[src/design/cmc_pkg.sv]
// shared types, register codes and arithmetic helpers for the cooling mode controller
package cmc_pkg;

  // fixed point temperature format
  localparam int TEMP_FRACTION_BITS = 4;
  localparam int TEMP_W = 12;
  localparam int SP_W   = 6;
  localparam int HUM_W  = 7;
  localparam int TIME_W = 32;
  localparam int CFG_W  = 32;
  localparam int CFG_IDX_W = 3;
  localparam int SHOWN_W = 8;

  // width that holds temperature minus shifted setpoint without overflow
  localparam int DIFF_W = ((TEMP_W > SP_W + TEMP_FRACTION_BITS + 1) ?
                           TEMP_W : SP_W + TEMP_FRACTION_BITS + 1) + 1;

  // register reset values
  localparam logic [SP_W-1:0]   SP_INIT_RST  = SP_W'(24);
  localparam logic [SP_W-1:0]   SP_LOW_RST   = SP_W'(16);
  localparam logic [SP_W-1:0]   SP_HIGH_RST  = SP_W'(30);
  localparam logic [HUM_W-1:0]  HUM_RISE_RST = HUM_W'(10);
  localparam logic [TIME_W-1:0] PAUSE_RST    = TIME_W'(120000);
  localparam logic [TIME_W-1:0] RECOVER_RST  = TIME_W'(300000);

  // configuration register indexes
  localparam logic [CFG_IDX_W-1:0] CFG_SP_INIT  = 3'd0;
  localparam logic [CFG_IDX_W-1:0] CFG_SP_LOW   = 3'd1;
  localparam logic [CFG_IDX_W-1:0] CFG_SP_HIGH  = 3'd2;
  localparam logic [CFG_IDX_W-1:0] CFG_HUM_RISE = 3'd3;
  localparam logic [CFG_IDX_W-1:0] CFG_PAUSE    = 3'd4;
  localparam logic [CFG_IDX_W-1:0] CFG_RECOVER  = 3'd5;

  // operating modes
  typedef enum logic [2:0] {
    MODE_OFF      = 3'd0,
    MODE_IDLE     = 3'd1,
    MODE_COOLING  = 3'd2,
    MODE_MANUAL   = 3'd3,
    MODE_SUSPECT  = 3'd4,
    MODE_PAUSED   = 3'd5,
    MODE_RECOVERY = 3'd6
  } mode_t;

  // button bit positions
  localparam int EV_POWER  = 0;
  localparam int EV_UP     = 1;
  localparam int EV_DOWN   = 2;
  localparam int EV_MANUAL = 3;

  // one input word
  typedef struct packed {
    logic [3:0]        user_event_bits;
    logic              sensor_present;
    logic              sensor_valid;
    logic              win_contact;
    logic [TEMP_W-1:0] temperature;
    logic [HUM_W-1:0]  humidity;
    logic [TIME_W-1:0] time_now;
  } item_t;

  // one result word
  typedef struct packed {
    mode_t              mode;
    logic [SHOWN_W-1:0] shown_temperature;
    logic [SP_W-1:0]    shown_setpoint;
    logic               temperature_known;
    logic [1:0]         fan_speed;
  } res_t;

  // live configuration seen by the step logic
  typedef struct packed {
    logic [SP_W-1:0]   sp_low;
    logic [SP_W-1:0]   sp_high;
    logic [HUM_W-1:0]  hum_rise;
    logic [TIME_W-1:0] pause_time;
    logic [TIME_W-1:0] recover_time;
  } cfg_t;

  // fan level from temperature above setpoint
  function automatic logic [1:0] level_of(logic signed [TEMP_W-1:0] t,
                                          logic [SP_W-1:0] sp, logic manual);
    logic signed [DIFF_W-1:0] d;
    logic signed [DIFF_W-1:0] one;
    logic [1:0] lvl;
    one = DIFF_W'(1) << TEMP_FRACTION_BITS;
    d   = DIFF_W'(t) - (DIFF_W'(sp) << TEMP_FRACTION_BITS);
    if ((!manual && d <= one) || (manual && d <= DIFF_W'(0)))
      lvl = 2'd0;
    else if (d <= (one <<< 1))
      lvl = 2'd1;
    else if (d <= (one <<< 2))
      lvl = 2'd2;
    else
      lvl = 2'd3;
    return lvl;
  endfunction

  // round half away from zero to whole degrees, saturated to 8 bits
  function automatic logic [SHOWN_W-1:0] round_whole(logic signed [TEMP_W-1:0] t);
    logic             neg;
    logic [TEMP_W-1:0] mag;
    logic [TEMP_W:0]   sum;
    logic [TEMP_W:0]   r;
    logic [SHOWN_W-1:0] res;
    neg = t[TEMP_W-1];
    mag = neg ? TEMP_W'(-t) : TEMP_W'(t);
    sum = {1'b0, mag} + ((TEMP_W + 1)'(1 << TEMP_FRACTION_BITS) >> 1);
    r   = sum >> TEMP_FRACTION_BITS;
    if (!neg)
      res = (r > (TEMP_W + 1)'(127)) ? SHOWN_W'(127) : r[SHOWN_W-1:0];
    else
      res = (r > (TEMP_W + 1)'(128)) ? SHOWN_W'(128) : SHOWN_W'(-r);
    return res;
  endfunction

endpackage

[src/design/cmc_state.sv]
// controller state registers and the combinational step update
module cmc_state (
  input  logic          clk,
  input  logic          rst_n,
  input  logic          fire,
  input  cmc_pkg::item_t item,
  input  cmc_pkg::cfg_t  cfg,
  output cmc_pkg::res_t  res
);
  import cmc_pkg::*;

  logic                     powered_r, powered_nxt;
  logic                     manual_r, manual_nxt;
  logic                     pause_r, pause_nxt;
  logic                     win_seen_r, win_seen_nxt;
  logic                     stored_r, stored_nxt;
  logic [SP_W-1:0]          sp_r, sp_nxt;
  logic [TEMP_W-1:0]        temp_r, temp_nxt;
  logic [HUM_W-1:0]         hum_r, hum_nxt;
  logic [HUM_W-1:0]         hum_open_r, hum_open_nxt;
  logic [TIME_W-1:0]        opened_r, opened_nxt;
  logic [TIME_W-1:0]        recov_r, recov_nxt;
  mode_t                    mode_r, mode_nxt;

  logic                     present, valid, win;
  logic [SP_W-1:0]          sp_up;
  logic [TIME_W-1:0]        open_ms, recov_ms;
  logic signed [HUM_W+1:0]  hum_diff;
  logic                     rise;
  logic [1:0]               auto_lvl, man_lvl;

  assign present = item.sensor_present;
  assign valid   = item.sensor_valid;
  assign win     = item.win_contact;

  // next state for one step
  always_comb begin
    powered_nxt  = powered_r;
    manual_nxt   = manual_r;
    pause_nxt    = pause_r;
    win_seen_nxt = win_seen_r;
    stored_nxt   = stored_r;
    sp_nxt       = sp_r;
    temp_nxt     = temp_r;
    hum_nxt      = hum_r;
    hum_open_nxt = hum_open_r;
    opened_nxt   = opened_r;
    recov_nxt    = recov_r;
    mode_nxt     = mode_r;

    // power toggle clears the latches when switching off
    if (item.user_event_bits[EV_POWER]) begin
      powered_nxt = !powered_r;
      if (powered_r) begin
        manual_nxt   = 1'b0;
        pause_nxt    = 1'b0;
        win_seen_nxt = 1'b0;
      end
    end

    // setpoint buttons, up then down
    sp_up = (item.user_event_bits[EV_UP] && sp_r < cfg.sp_high) ? sp_r + 1'b1 : sp_r;
    sp_nxt = (item.user_event_bits[EV_DOWN] && sp_up > cfg.sp_low) ? sp_up - 1'b1 : sp_up;

    // manual toggle only while powered
    if (item.user_event_bits[EV_MANUAL] && powered_nxt) begin
      manual_nxt = !manual_nxt;
      if (manual_nxt)
        pause_nxt = 1'b0;
    end

    // capture window opening
    if (present && win && !win_seen_nxt) begin
      opened_nxt   = item.time_now;
      hum_open_nxt = stored_r ? hum_r : item.humidity;
    end

    // store valid reading
    if (present && valid) begin
      temp_nxt   = item.temperature;
      hum_nxt    = item.humidity;
      stored_nxt = 1'b1;
    end

    open_ms  = item.time_now - opened_nxt;
    recov_ms = item.time_now - recov_r;
    hum_diff = $signed({2'b00, item.humidity}) - $signed({2'b00, hum_open_nxt});
    rise     = valid && (hum_diff >= $signed({2'b00, cfg.hum_rise}));
    auto_lvl = level_of($signed(temp_nxt), sp_nxt, 1'b0);
    man_lvl  = level_of($signed(temp_nxt), sp_nxt, 1'b1);

    // mode decision
    if (!powered_nxt) begin
      mode_nxt = MODE_OFF;
    end else if (manual_nxt) begin
      mode_nxt = MODE_MANUAL;
    end else if (present && win) begin
      if (open_ms >= cfg.pause_time || rise || pause_nxt) begin
        pause_nxt = 1'b1;
        mode_nxt  = MODE_PAUSED;
      end else begin
        mode_nxt = MODE_SUSPECT;
      end
    end else if (win_seen_nxt) begin
      recov_nxt = item.time_now;
      pause_nxt = 1'b0;
      mode_nxt  = MODE_RECOVERY;
    end else if (mode_r == MODE_RECOVERY && recov_ms < cfg.recover_time) begin
      mode_nxt = MODE_RECOVERY;
    end else if (stored_nxt && auto_lvl != 2'd0) begin
      mode_nxt = MODE_COOLING;
    end else begin
      mode_nxt = MODE_IDLE;
    end

    if (present)
      win_seen_nxt = win;
  end

  // result word from the updated state
  always_comb begin
    res.mode              = mode_nxt;
    res.shown_temperature = stored_nxt ? round_whole($signed(temp_nxt)) : SHOWN_W'(0);
    res.shown_setpoint    = sp_nxt;
    res.temperature_known = stored_nxt;
    case (mode_nxt)
      MODE_COOLING: res.fan_speed = auto_lvl;
      MODE_MANUAL:  res.fan_speed = man_lvl;
      default:      res.fan_speed = 2'd0;
    endcase
  end

  // state registers
  always_ff @(posedge clk) begin
    if (!rst_n) begin
      powered_r  <= 1'b0;
      manual_r   <= 1'b0;
      pause_r    <= 1'b0;
      win_seen_r <= 1'b0;
      stored_r   <= 1'b0;
      sp_r       <= SP_INIT_RST;
      temp_r     <= '0;
      hum_r      <= '0;
      hum_open_r <= '0;
      opened_r   <= '0;
      recov_r    <= '0;
      mode_r     <= MODE_OFF;
    end else if (fire) begin
      powered_r  <= powered_nxt;
      manual_r   <= manual_nxt;
      pause_r    <= pause_nxt;
      win_seen_r <= win_seen_nxt;
      stored_r   <= stored_nxt;
      sp_r       <= sp_nxt;
      temp_r     <= temp_nxt;
      hum_r      <= hum_nxt;
      hum_open_r <= hum_open_nxt;
      opened_r   <= opened_nxt;
      recov_r    <= recov_nxt;
      mode_r     <= mode_nxt;
    end
  end

endmodule

[src/design/cmc_result_reg.sv]
// output register holding one result word until the consumer takes it
module cmc_result_reg (
  input  logic          clk,
  input  logic          rst_n,
  input  logic          load,
  input  cmc_pkg::res_t res_in,
  input  logic          out_stall,
  output logic          out_valid,
  output cmc_pkg::res_t res_out
);
  import cmc_pkg::*;

  logic valid_r, valid_nxt;
  res_t res_r;

  // full while loaded or still stalled
  assign valid_nxt = load | (valid_r & out_stall);

  always_ff @(posedge clk) begin
    if (!rst_n)
      valid_r <= 1'b0;
    else
      valid_r <= valid_nxt;
  end

  // payload needs no reset
  always_ff @(posedge clk) begin
    if (load)
      res_r <= res_in;
  end

  assign out_valid = valid_r;
  assign res_out   = res_r;

endmodule

[src/design/cooling_mode_controller_core.sv]
// top level of the cooling mode controller: config registers, input register, step and result
//
//  channel | direction | handshake          | word
//  in_     | input     | in_valid/in_stall  | buttons, sensor message, time stamp
//  out_    | output    | out_valid/out_stall| mode, shown temperature, setpoint, level
//  cfg_    | input     | cfg_we             | register index and data, write only
//
// One word per cycle while out_stall is low; each word passes through the input register,
// where the step logic updates the state, and then the result register. Synchronous
// active-low reset returns the state, configuration and valid flags to their defaults;
// the input and result payloads are not reset. A stalled result holds the input register;
// in_stall rises only when both registers are full and out_stall is high.
module cooling_mode_controller_core (
  input  logic                         clk,
  input  logic                         rst_n,
  input  logic                         in_valid,
  output logic                         in_stall,
  input  logic [3:0]                   in_user_event_bits,
  input  logic                         in_sensor_present,
  input  logic                         in_sensor_valid,
  input  logic                         in_win_contact,
  input  logic signed [cmc_pkg::TEMP_W-1:0] in_temperature,
  input  logic [cmc_pkg::HUM_W-1:0]    in_humidity,
  input  logic [cmc_pkg::TIME_W-1:0]   in_time_now,
  output logic                         out_valid,
  input  logic                         out_stall,
  output logic [2:0]                   out_mode,
  output logic signed [cmc_pkg::SHOWN_W-1:0] out_shown_temperature,
  output logic [cmc_pkg::SP_W-1:0]     out_shown_setpoint,
  output logic                         out_temperature_known,
  output logic [1:0]                   out_fan_speed,
  input  logic                         cfg_we,
  input  logic [cmc_pkg::CFG_IDX_W-1:0] cfg_index,
  input  logic [cmc_pkg::CFG_W-1:0]    cfg_data
);
  import cmc_pkg::*;

  logic [SP_W-1:0]   cfg_sp_low_r;
  logic [SP_W-1:0]   cfg_sp_high_r;
  logic [HUM_W-1:0]  cfg_hum_rise_r;
  logic [TIME_W-1:0] cfg_pause_r;
  logic [TIME_W-1:0] cfg_recover_r;
  cfg_t              cfg;

  logic              in_full_r, in_full_nxt;
  item_t             item_r;
  logic              in_take;
  logic              advance;
  res_t              step_res;
  res_t              out_res;

  // configuration registers; writes to the initial setpoint index are ignored, the setpoint resets to SP_INIT_RST
  always_ff @(posedge clk) begin
    if (!rst_n) begin
      cfg_sp_low_r   <= SP_LOW_RST;
      cfg_sp_high_r  <= SP_HIGH_RST;
      cfg_hum_rise_r <= HUM_RISE_RST;
      cfg_pause_r    <= PAUSE_RST;
      cfg_recover_r  <= RECOVER_RST;
    end else if (cfg_we) begin
      case (cfg_index)
        CFG_SP_INIT:  ;
        CFG_SP_LOW:   cfg_sp_low_r   <= cfg_data[SP_W-1:0];
        CFG_SP_HIGH:  cfg_sp_high_r  <= cfg_data[SP_W-1:0];
        CFG_HUM_RISE: cfg_hum_rise_r <= cfg_data[HUM_W-1:0];
        CFG_PAUSE:    cfg_pause_r    <= cfg_data[TIME_W-1:0];
        CFG_RECOVER:  cfg_recover_r  <= cfg_data[TIME_W-1:0];
        default:      ;
      endcase
    end
  end

  assign cfg.sp_low       = cfg_sp_low_r;
  assign cfg.sp_high      = cfg_sp_high_r;
  assign cfg.hum_rise     = cfg_hum_rise_r;
  assign cfg.pause_time   = cfg_pause_r;
  assign cfg.recover_time = cfg_recover_r;

  // handshake: the input word moves on when the result register can take it
  assign advance  = in_full_r & (~out_valid | ~out_stall);
  assign in_stall = in_full_r & ~advance;
  assign in_take  = in_valid & ~in_stall;
  assign in_full_nxt = in_take | (in_full_r & ~advance);

  always_ff @(posedge clk) begin
    if (!rst_n)
      in_full_r <= 1'b0;
    else
      in_full_r <= in_full_nxt;
  end

  // input register
  always_ff @(posedge clk) begin
    if (in_take) begin
      item_r.user_event_bits <= in_user_event_bits;
      item_r.sensor_present  <= in_sensor_present;
      item_r.sensor_valid    <= in_sensor_valid;
      item_r.win_contact     <= in_win_contact;
      item_r.temperature     <= in_temperature;
      item_r.humidity        <= in_humidity;
      item_r.time_now        <= in_time_now;
    end
  end

  cmc_state u_state (
    .clk   (clk),
    .rst_n (rst_n),
    .fire  (advance),
    .item  (item_r),
    .cfg   (cfg),
    .res   (step_res)
  );

  cmc_result_reg u_result (
    .clk       (clk),
    .rst_n     (rst_n),
    .load      (advance),
    .res_in    (step_res),
    .out_stall (out_stall),
    .out_valid (out_valid),
    .res_out   (out_res)
  );

  assign out_mode              = out_res.mode;
  assign out_shown_temperature = out_res.shown_temperature;
  assign out_shown_setpoint    = out_res.shown_setpoint;
  assign out_temperature_known = out_res.temperature_known;
  assign out_fan_speed         = out_res.fan_speed;

endmodule

[config.mk]
export PLATFORM = sky130hd
export DESIGN_NAME = cooling_mode_controller_core
export DESIGN_NICKNAME = d
export VERILOG_FILES = /design/src/design/cmc_pkg.sv /design/src/design/cmc_state.sv /design/src/design/cmc_result_reg.sv /design/src/design/cooling_mode_controller_core.sv
export SDC_FILE = /design/constraint.sdc
export NUM_CORES = 1
export LEC_CHECK = 0
export ABC_AREA = 1
export ABC_CLOCK_PERIOD_IN_PS = 10400
export BUFFER_PORTS_ARGS = -buffer_cell sky130_fd_sc_hd__buf_2
export CORE_ASPECT_RATIO = 0.7
export CORE_MARGIN = 5
export CORE_UTILIZATION = 50
export CTS_BUF_LIST = sky130_fd_sc_hd__clkbuf_4
export CTS_CLUSTER_DIAMETER = 120
export CTS_CLUSTER_SIZE = 30
export DETAILED_ROUTE_END_ITERATION = 12
export GPL_ROUTABILITY_DRIVEN = 1
export PLACE_DENSITY_LB_ADDON = 0.3
export SYNTH_ARGS = -nofsm -noshare
export SYNTH_HDL_FRONTEND = slang
export SYNTH_SLANG_ARGS = --single-unit
[constraint.sdc]
create_clock -name clk -period 10.4 [get_ports clk]
set_clock_uncertainty 0.15 [all_clocks]
set_input_delay 3.12 -clock clk [delete_from_list [all_inputs] [get_ports clk]]
set_output_delay 3.12 -clock clk [all_outputs]
set_load 0.03 [all_outputs]
Word level (Yosys, flattened, before mapping) --
Index checks and enable logic that the tools add are counted.
Storage, ports and cells: register bits 267, word-level logic and storage cells 133
Operators by class: add/sub/neg operators 9, $lt $le $gt $ge 11, equality and inequality tests 8, mux-type cells 39, bitwise logic cells 13, reductions and logical operators 22
Operators by type and width (count):
- $sub A32 B32 Y32 | 2
- $ge A32 B32 Y1 | 1
- $lt A32 B32 Y1 | 1
- $mux W32 | 1
- $mux W12 | 2
- $mux W8 | 3
- $mux W1 | 19
- $mux W3 | 5
- $mux W7 | 2
- $add A12 B4 Y13 const B | 1
- $le A13 B1 Y1 const B | 1
- $le A13 B6 Y1 const B | 1
- $le A13 B7 Y1 const B | 1
- $le A13 B8 Y1 const B | 1
- $sub A12 B11 Y13 | 1
- $eq A3 B2 Y1 const B | 4
- $mux W6 | 2
- $neg A12 Y12 | 1
- $reduce_and A2 Y1 | 6
- $eq A3 B3 Y1 const B | 3
- $ge A9 B8 Y1 | 1
- $gt A9 B7 Y1 const B | 1
- $gt A9 B8 Y1 const B | 1
- $logic_and A1 B1 Y1 | 9
- 16 further kinds | 32

Logic depth before layout (Yosys ltp) --
word-level depth 21, mapped depth 38, mapped depth without buffers 38

By module --
A second synthesis with hierarchy kept.
Second synthesis, totals: cells, all modules 2361, area total of the unflattened synthesis 17484.3 um2
Modules (own cells, without submodules):
- cmc_state | instances 1, cells an instance 1797, area an instance 11697.5 um2, seq. area each 2082.0 um2
- cooling_mode_controller_core | instances 1, cells an instance 539, area an instance 5146.2 um2, seq. area each 3423.3 um2
- cmc_result_reg | instances 1, cells an instance 25, area an instance 640.6 um2, seq. area each 620.6 um2

Worst setup path before layout --
No wires, ideal clock.
path kind input to output, start in out_stall, end out in_stall, data arrival time 3.643 ns, setup slack 3.487 ns, stages on the path 2, buffers on the path 0, cell sequence nand2_1 nor2_1
On the way: word-level cells in the longest chain between the ends 5
RTL lines:
- start: declaration | line cooling_mode_controller_core.sv:26 | input logic out_stall,
- $not A1 Y1 | line cooling_mode_controller_core.sv:80 | assign advance = in_full_r & (~out_valid | ~out_stall);
- $or A1 B1 Y1 | line cooling_mode_controller_core.sv:80
- $and A1 B1 Y1 | line cooling_mode_controller_core.sv:80
- $not A1 Y1 | line cooling_mode_controller_core.sv:81 | assign in_stall = in_full_r & ~advance;
- $and A1 B1 Y1 | line cooling_mode_controller_core.sv:81
- end: declaration | line cooling_mode_controller_core.sv:17 | output logic in_stall,
Every way passes these cells.

Worst setup path in the final report --
Ends and elaborated chain as after synthesis.

==> flow_metrics.py <==
metrics = {
    "synth": {
        "synthCells": 2180,
        "ys_types": 52,
        "synth_most_common_cell": "nand2_1",
        "synth_ff_type": "dfxtp_1",
        "avgSynthCellArea_um2": 7.68,
        "synth_nets": 2441,
        "synth_edf_count": 78,
        "async_flop_share_pct": 0,
        "yosysTopAreaCell": "dfxtp_1",
        "synth_top_area_share_pct": 22.6,
        "synthTopCellsByArea": "dfxtp_1 23%, edfxtp_1 14%, ha_1 12%, nand2_1 8.2%, a21oi_1 7.5%",
        "syn_area_um2": 16700,
        "synth_seq_cells": 267,
        "yosysWarnings": 0,
        "netlist_top_cells_count": "367 x nand2_1, 315 x inv_1, 252 x a21oi_1",
        "yosysSeqAreaShare_pct": 36.6,
    },
    "timing": {
        "hold_ws_ns": 0.329,
        "rsz0062_at_grt": "false",
        "period_needed_ns": 7.19,
        "period_share_pct": 69.2,
        "fin_setup_tns_ns": 0,
        "relSlewSlack_pct": 19.5,
        "setup_ws_ns": 3.21,
        "setup_viol": 0,
        "fmax_mhz": 139,
        "hold_violations": 0,
        "max_slew.worst_pin.slew_ns": 1.21,
        "maxSlewViolCount": 0,
    },
    "drt": {
        "ant_nets": 0,
        "dr.pass1.iters": 5,
        "routedWlPerCell_um": 16.2,
        "drc": 0,
        "wl_um": 43800,
        "drt_iter0_drc": 1301,
        "viasPerCell": 5.45,
        "vias": 14707,
    },
    "placed_design": {
        "place_ws_ns": 3.20,
        "portBuffers": 119,
        "dp.cells": 2677,
        "place_area_um2": 17700,
        "gp_congestion": 0.947,
        "hpwl_um": 33400,
    },
    "critical_path": {
        "crit_start": "out_stall",
        "end_kind": "output port",
        "path_class": "in2out",
        "r2r_start": "item_r[53]$_DFFE_PP_",
        "crit_required_ns": 7.13,
        "crit_fanout": 4,
        "crit_arrival_ns": 3.92,
        "cp-start-kind": "input port",
    },
    "layout": {
        "design_area_um2": 17800,
        "drive_gt1_share_pct": 9.37,
        "finalNetCount": 2517,
        "syn2layout_area_growth_pct": 6.57,
        "stdcell_count": 2700,
        "utilization_pct": 53.6,
    },
    "global_routing": {
        "first_global_vias": 13690,
        "grt_pass1_wl_um": 71500,
        "antenna_found_initial": 5,
        "grt_start_max_net_pins": 114,
        "track_usage_pct": 23.2,
        "grt-ovfl-total": 0,
    },
    "die": {
        "core_um2": 33300,
        "start_util_pct": 50.3,
        "dieArea_um2": 37300,
        "die_w_um": 229,
        "die_y_um": 163,
        "io_pins": 120,
        "rows": 56,
    },
    "power": {
        "netSwitchingFraction_pct": 36.7,
        "power.density_nw_per_um2": 133,
        "p_leak_nw": 8.11,
        "peakVddDrop_mv": 0.0782,
        "internal_power_mw": 1.51,
        "total_power_mw": 2.38,
        "seqPwrFrac_pct": 48.9,
        "combinationalPowerShare_pct": 34.2,
        "switchingPower_uw": 871,
        "clkPwrFrac_pct": 16.9,
    },
    "cts": {
        "ctsHtreeMaxLevel": 1,
        "clock_sinks": 267,
        "cts.hold.buffers_added": 0,
        "postCtsSetupRepairBufs": 0,
        "cts_buffers": 12,
        "path_clk_slew_ns": 0.31,
        "ctsLongestPathBuffers": 3,
        "cts_tree": "yes",
        "insertion_delay_ns": 0.72,
        "postCtsResizedCells": 0,
        "cts_root_buf": "clkbuf_4",
    },
    "worst_hold_path": {
        "min-delay-start": "u_state.temp_r[9]$_SDFFE_PN0P_",
        "hold_class": "reg2reg",
    },
    "flow_run": {
        "cap_violations": 0,
    },
    "outcome": {
        "status": "finished, final reports clean",
    },
}
==> registers in the layout, indices dropped and copies added (netlist names), 3 cells and up <==
name and flops:
u_state.hum_open_r 7, u_state.recov_r 32, cfg_hum_rise_r 7, u_state.opened_r 32, cfg_pause_r 32, u_state.sp_r 6
u_result.res_out 20, item_r 58, cfg_sp_high_r 6, cfg_recover_r 32, u_state.temp_r 12, cfg_sp_low_r 6
u_state.mode_r 3, u_state.hum_r 7
==> critical path, stage by stage <==
cell	delay, ns
buf_2	0.09
nand2_1	0.09
nor2_1	0.34
buf_2	0.28
==> cell type report <==
type / instances / area, um2
Fill cell: 3183 / 15400
Multi-Input combinational cell: 1519 / 9120
Sequential cell: 267 / 6130
Inverter: 327 / 1230
Timing Repair Buffer: 129 / 673
Tap cell: 435 / 544
Clock buffer: 19 / 143
Antenna cell: 3 / 7.51
Clock inverter: 1 / 5.00
==> cell usage in the layout, fill, tap and decap left out, types with 15 or more instances in the layout <==
cell / count
a21oi_1: 252
nor3_1: 15
edfxtp_1: 78
nand2_2: 17
nor2_1: 149
nand2_1: 367
mux2i_1: 30
o21ai_0: 189
o211ai_1: 61
dfxtp_1: 189
nand4_1: 29
ha_1: 159
nand3_1: 89
buf_2: 118
xnor2_1: 22
clkbuf_4: 19
inv_1: 314
xor2_1: 49
==> logic make-up (layout without fill, tap and decap cells) <==
group           after synthesis  in the layout  share of synthesized area [%]
compound gates              554            554                           18.3
other cells                   0              3                              0
flops                       267            267                           36.6
mux                          30             30                           1.79
buf+inv                     394            476                           9.15
xor+xnor                     71             71                           3.71
simple gates                701            701                           18.2
fa+ha+maj                   163            163                           12.4
==> worst paths after layout <==
path                                    end  slack, ns  cells after the start
max                                in_stall       3.21                      4
min          u_state.temp_r[9]$_SDFFE_PN0P_       0.33                      2
max reg2reg   u_result.res_out[0]$_DFFE_PP_       3.97                     26
min reg2reg  u_state.temp_r[9]$_SDFFE_PN0P_       0.33                      2
==> power by group through the flow <==
stage               combinational, mW  clock [mW]  sequential, mW
floorplan                       0.587           0            1.18
global placement                0.772           0            1.18
detailed placement              0.796           0            1.18
CTS                             0.802       0.419            1.16
global route                    0.927       0.451            1.17
finish                          0.813       0.401            1.16
==> routing by layer <==
| layer | part of all wire [%] | track usage, % | vias up |
|---|---|---|---|
| li1 | - | - | 7457 |
| met1 | 51 | 35.6 | 6815 |
| met2 | 41 | 35.0 | 392 |
| met3 | 6.3 | 3.34 | 41 |
| met4 | 1.6 | 4.15 | 2 |
| met5 | 0.043 | 0 | - |
Note: power is estimated with default switching activity, not from simulation.
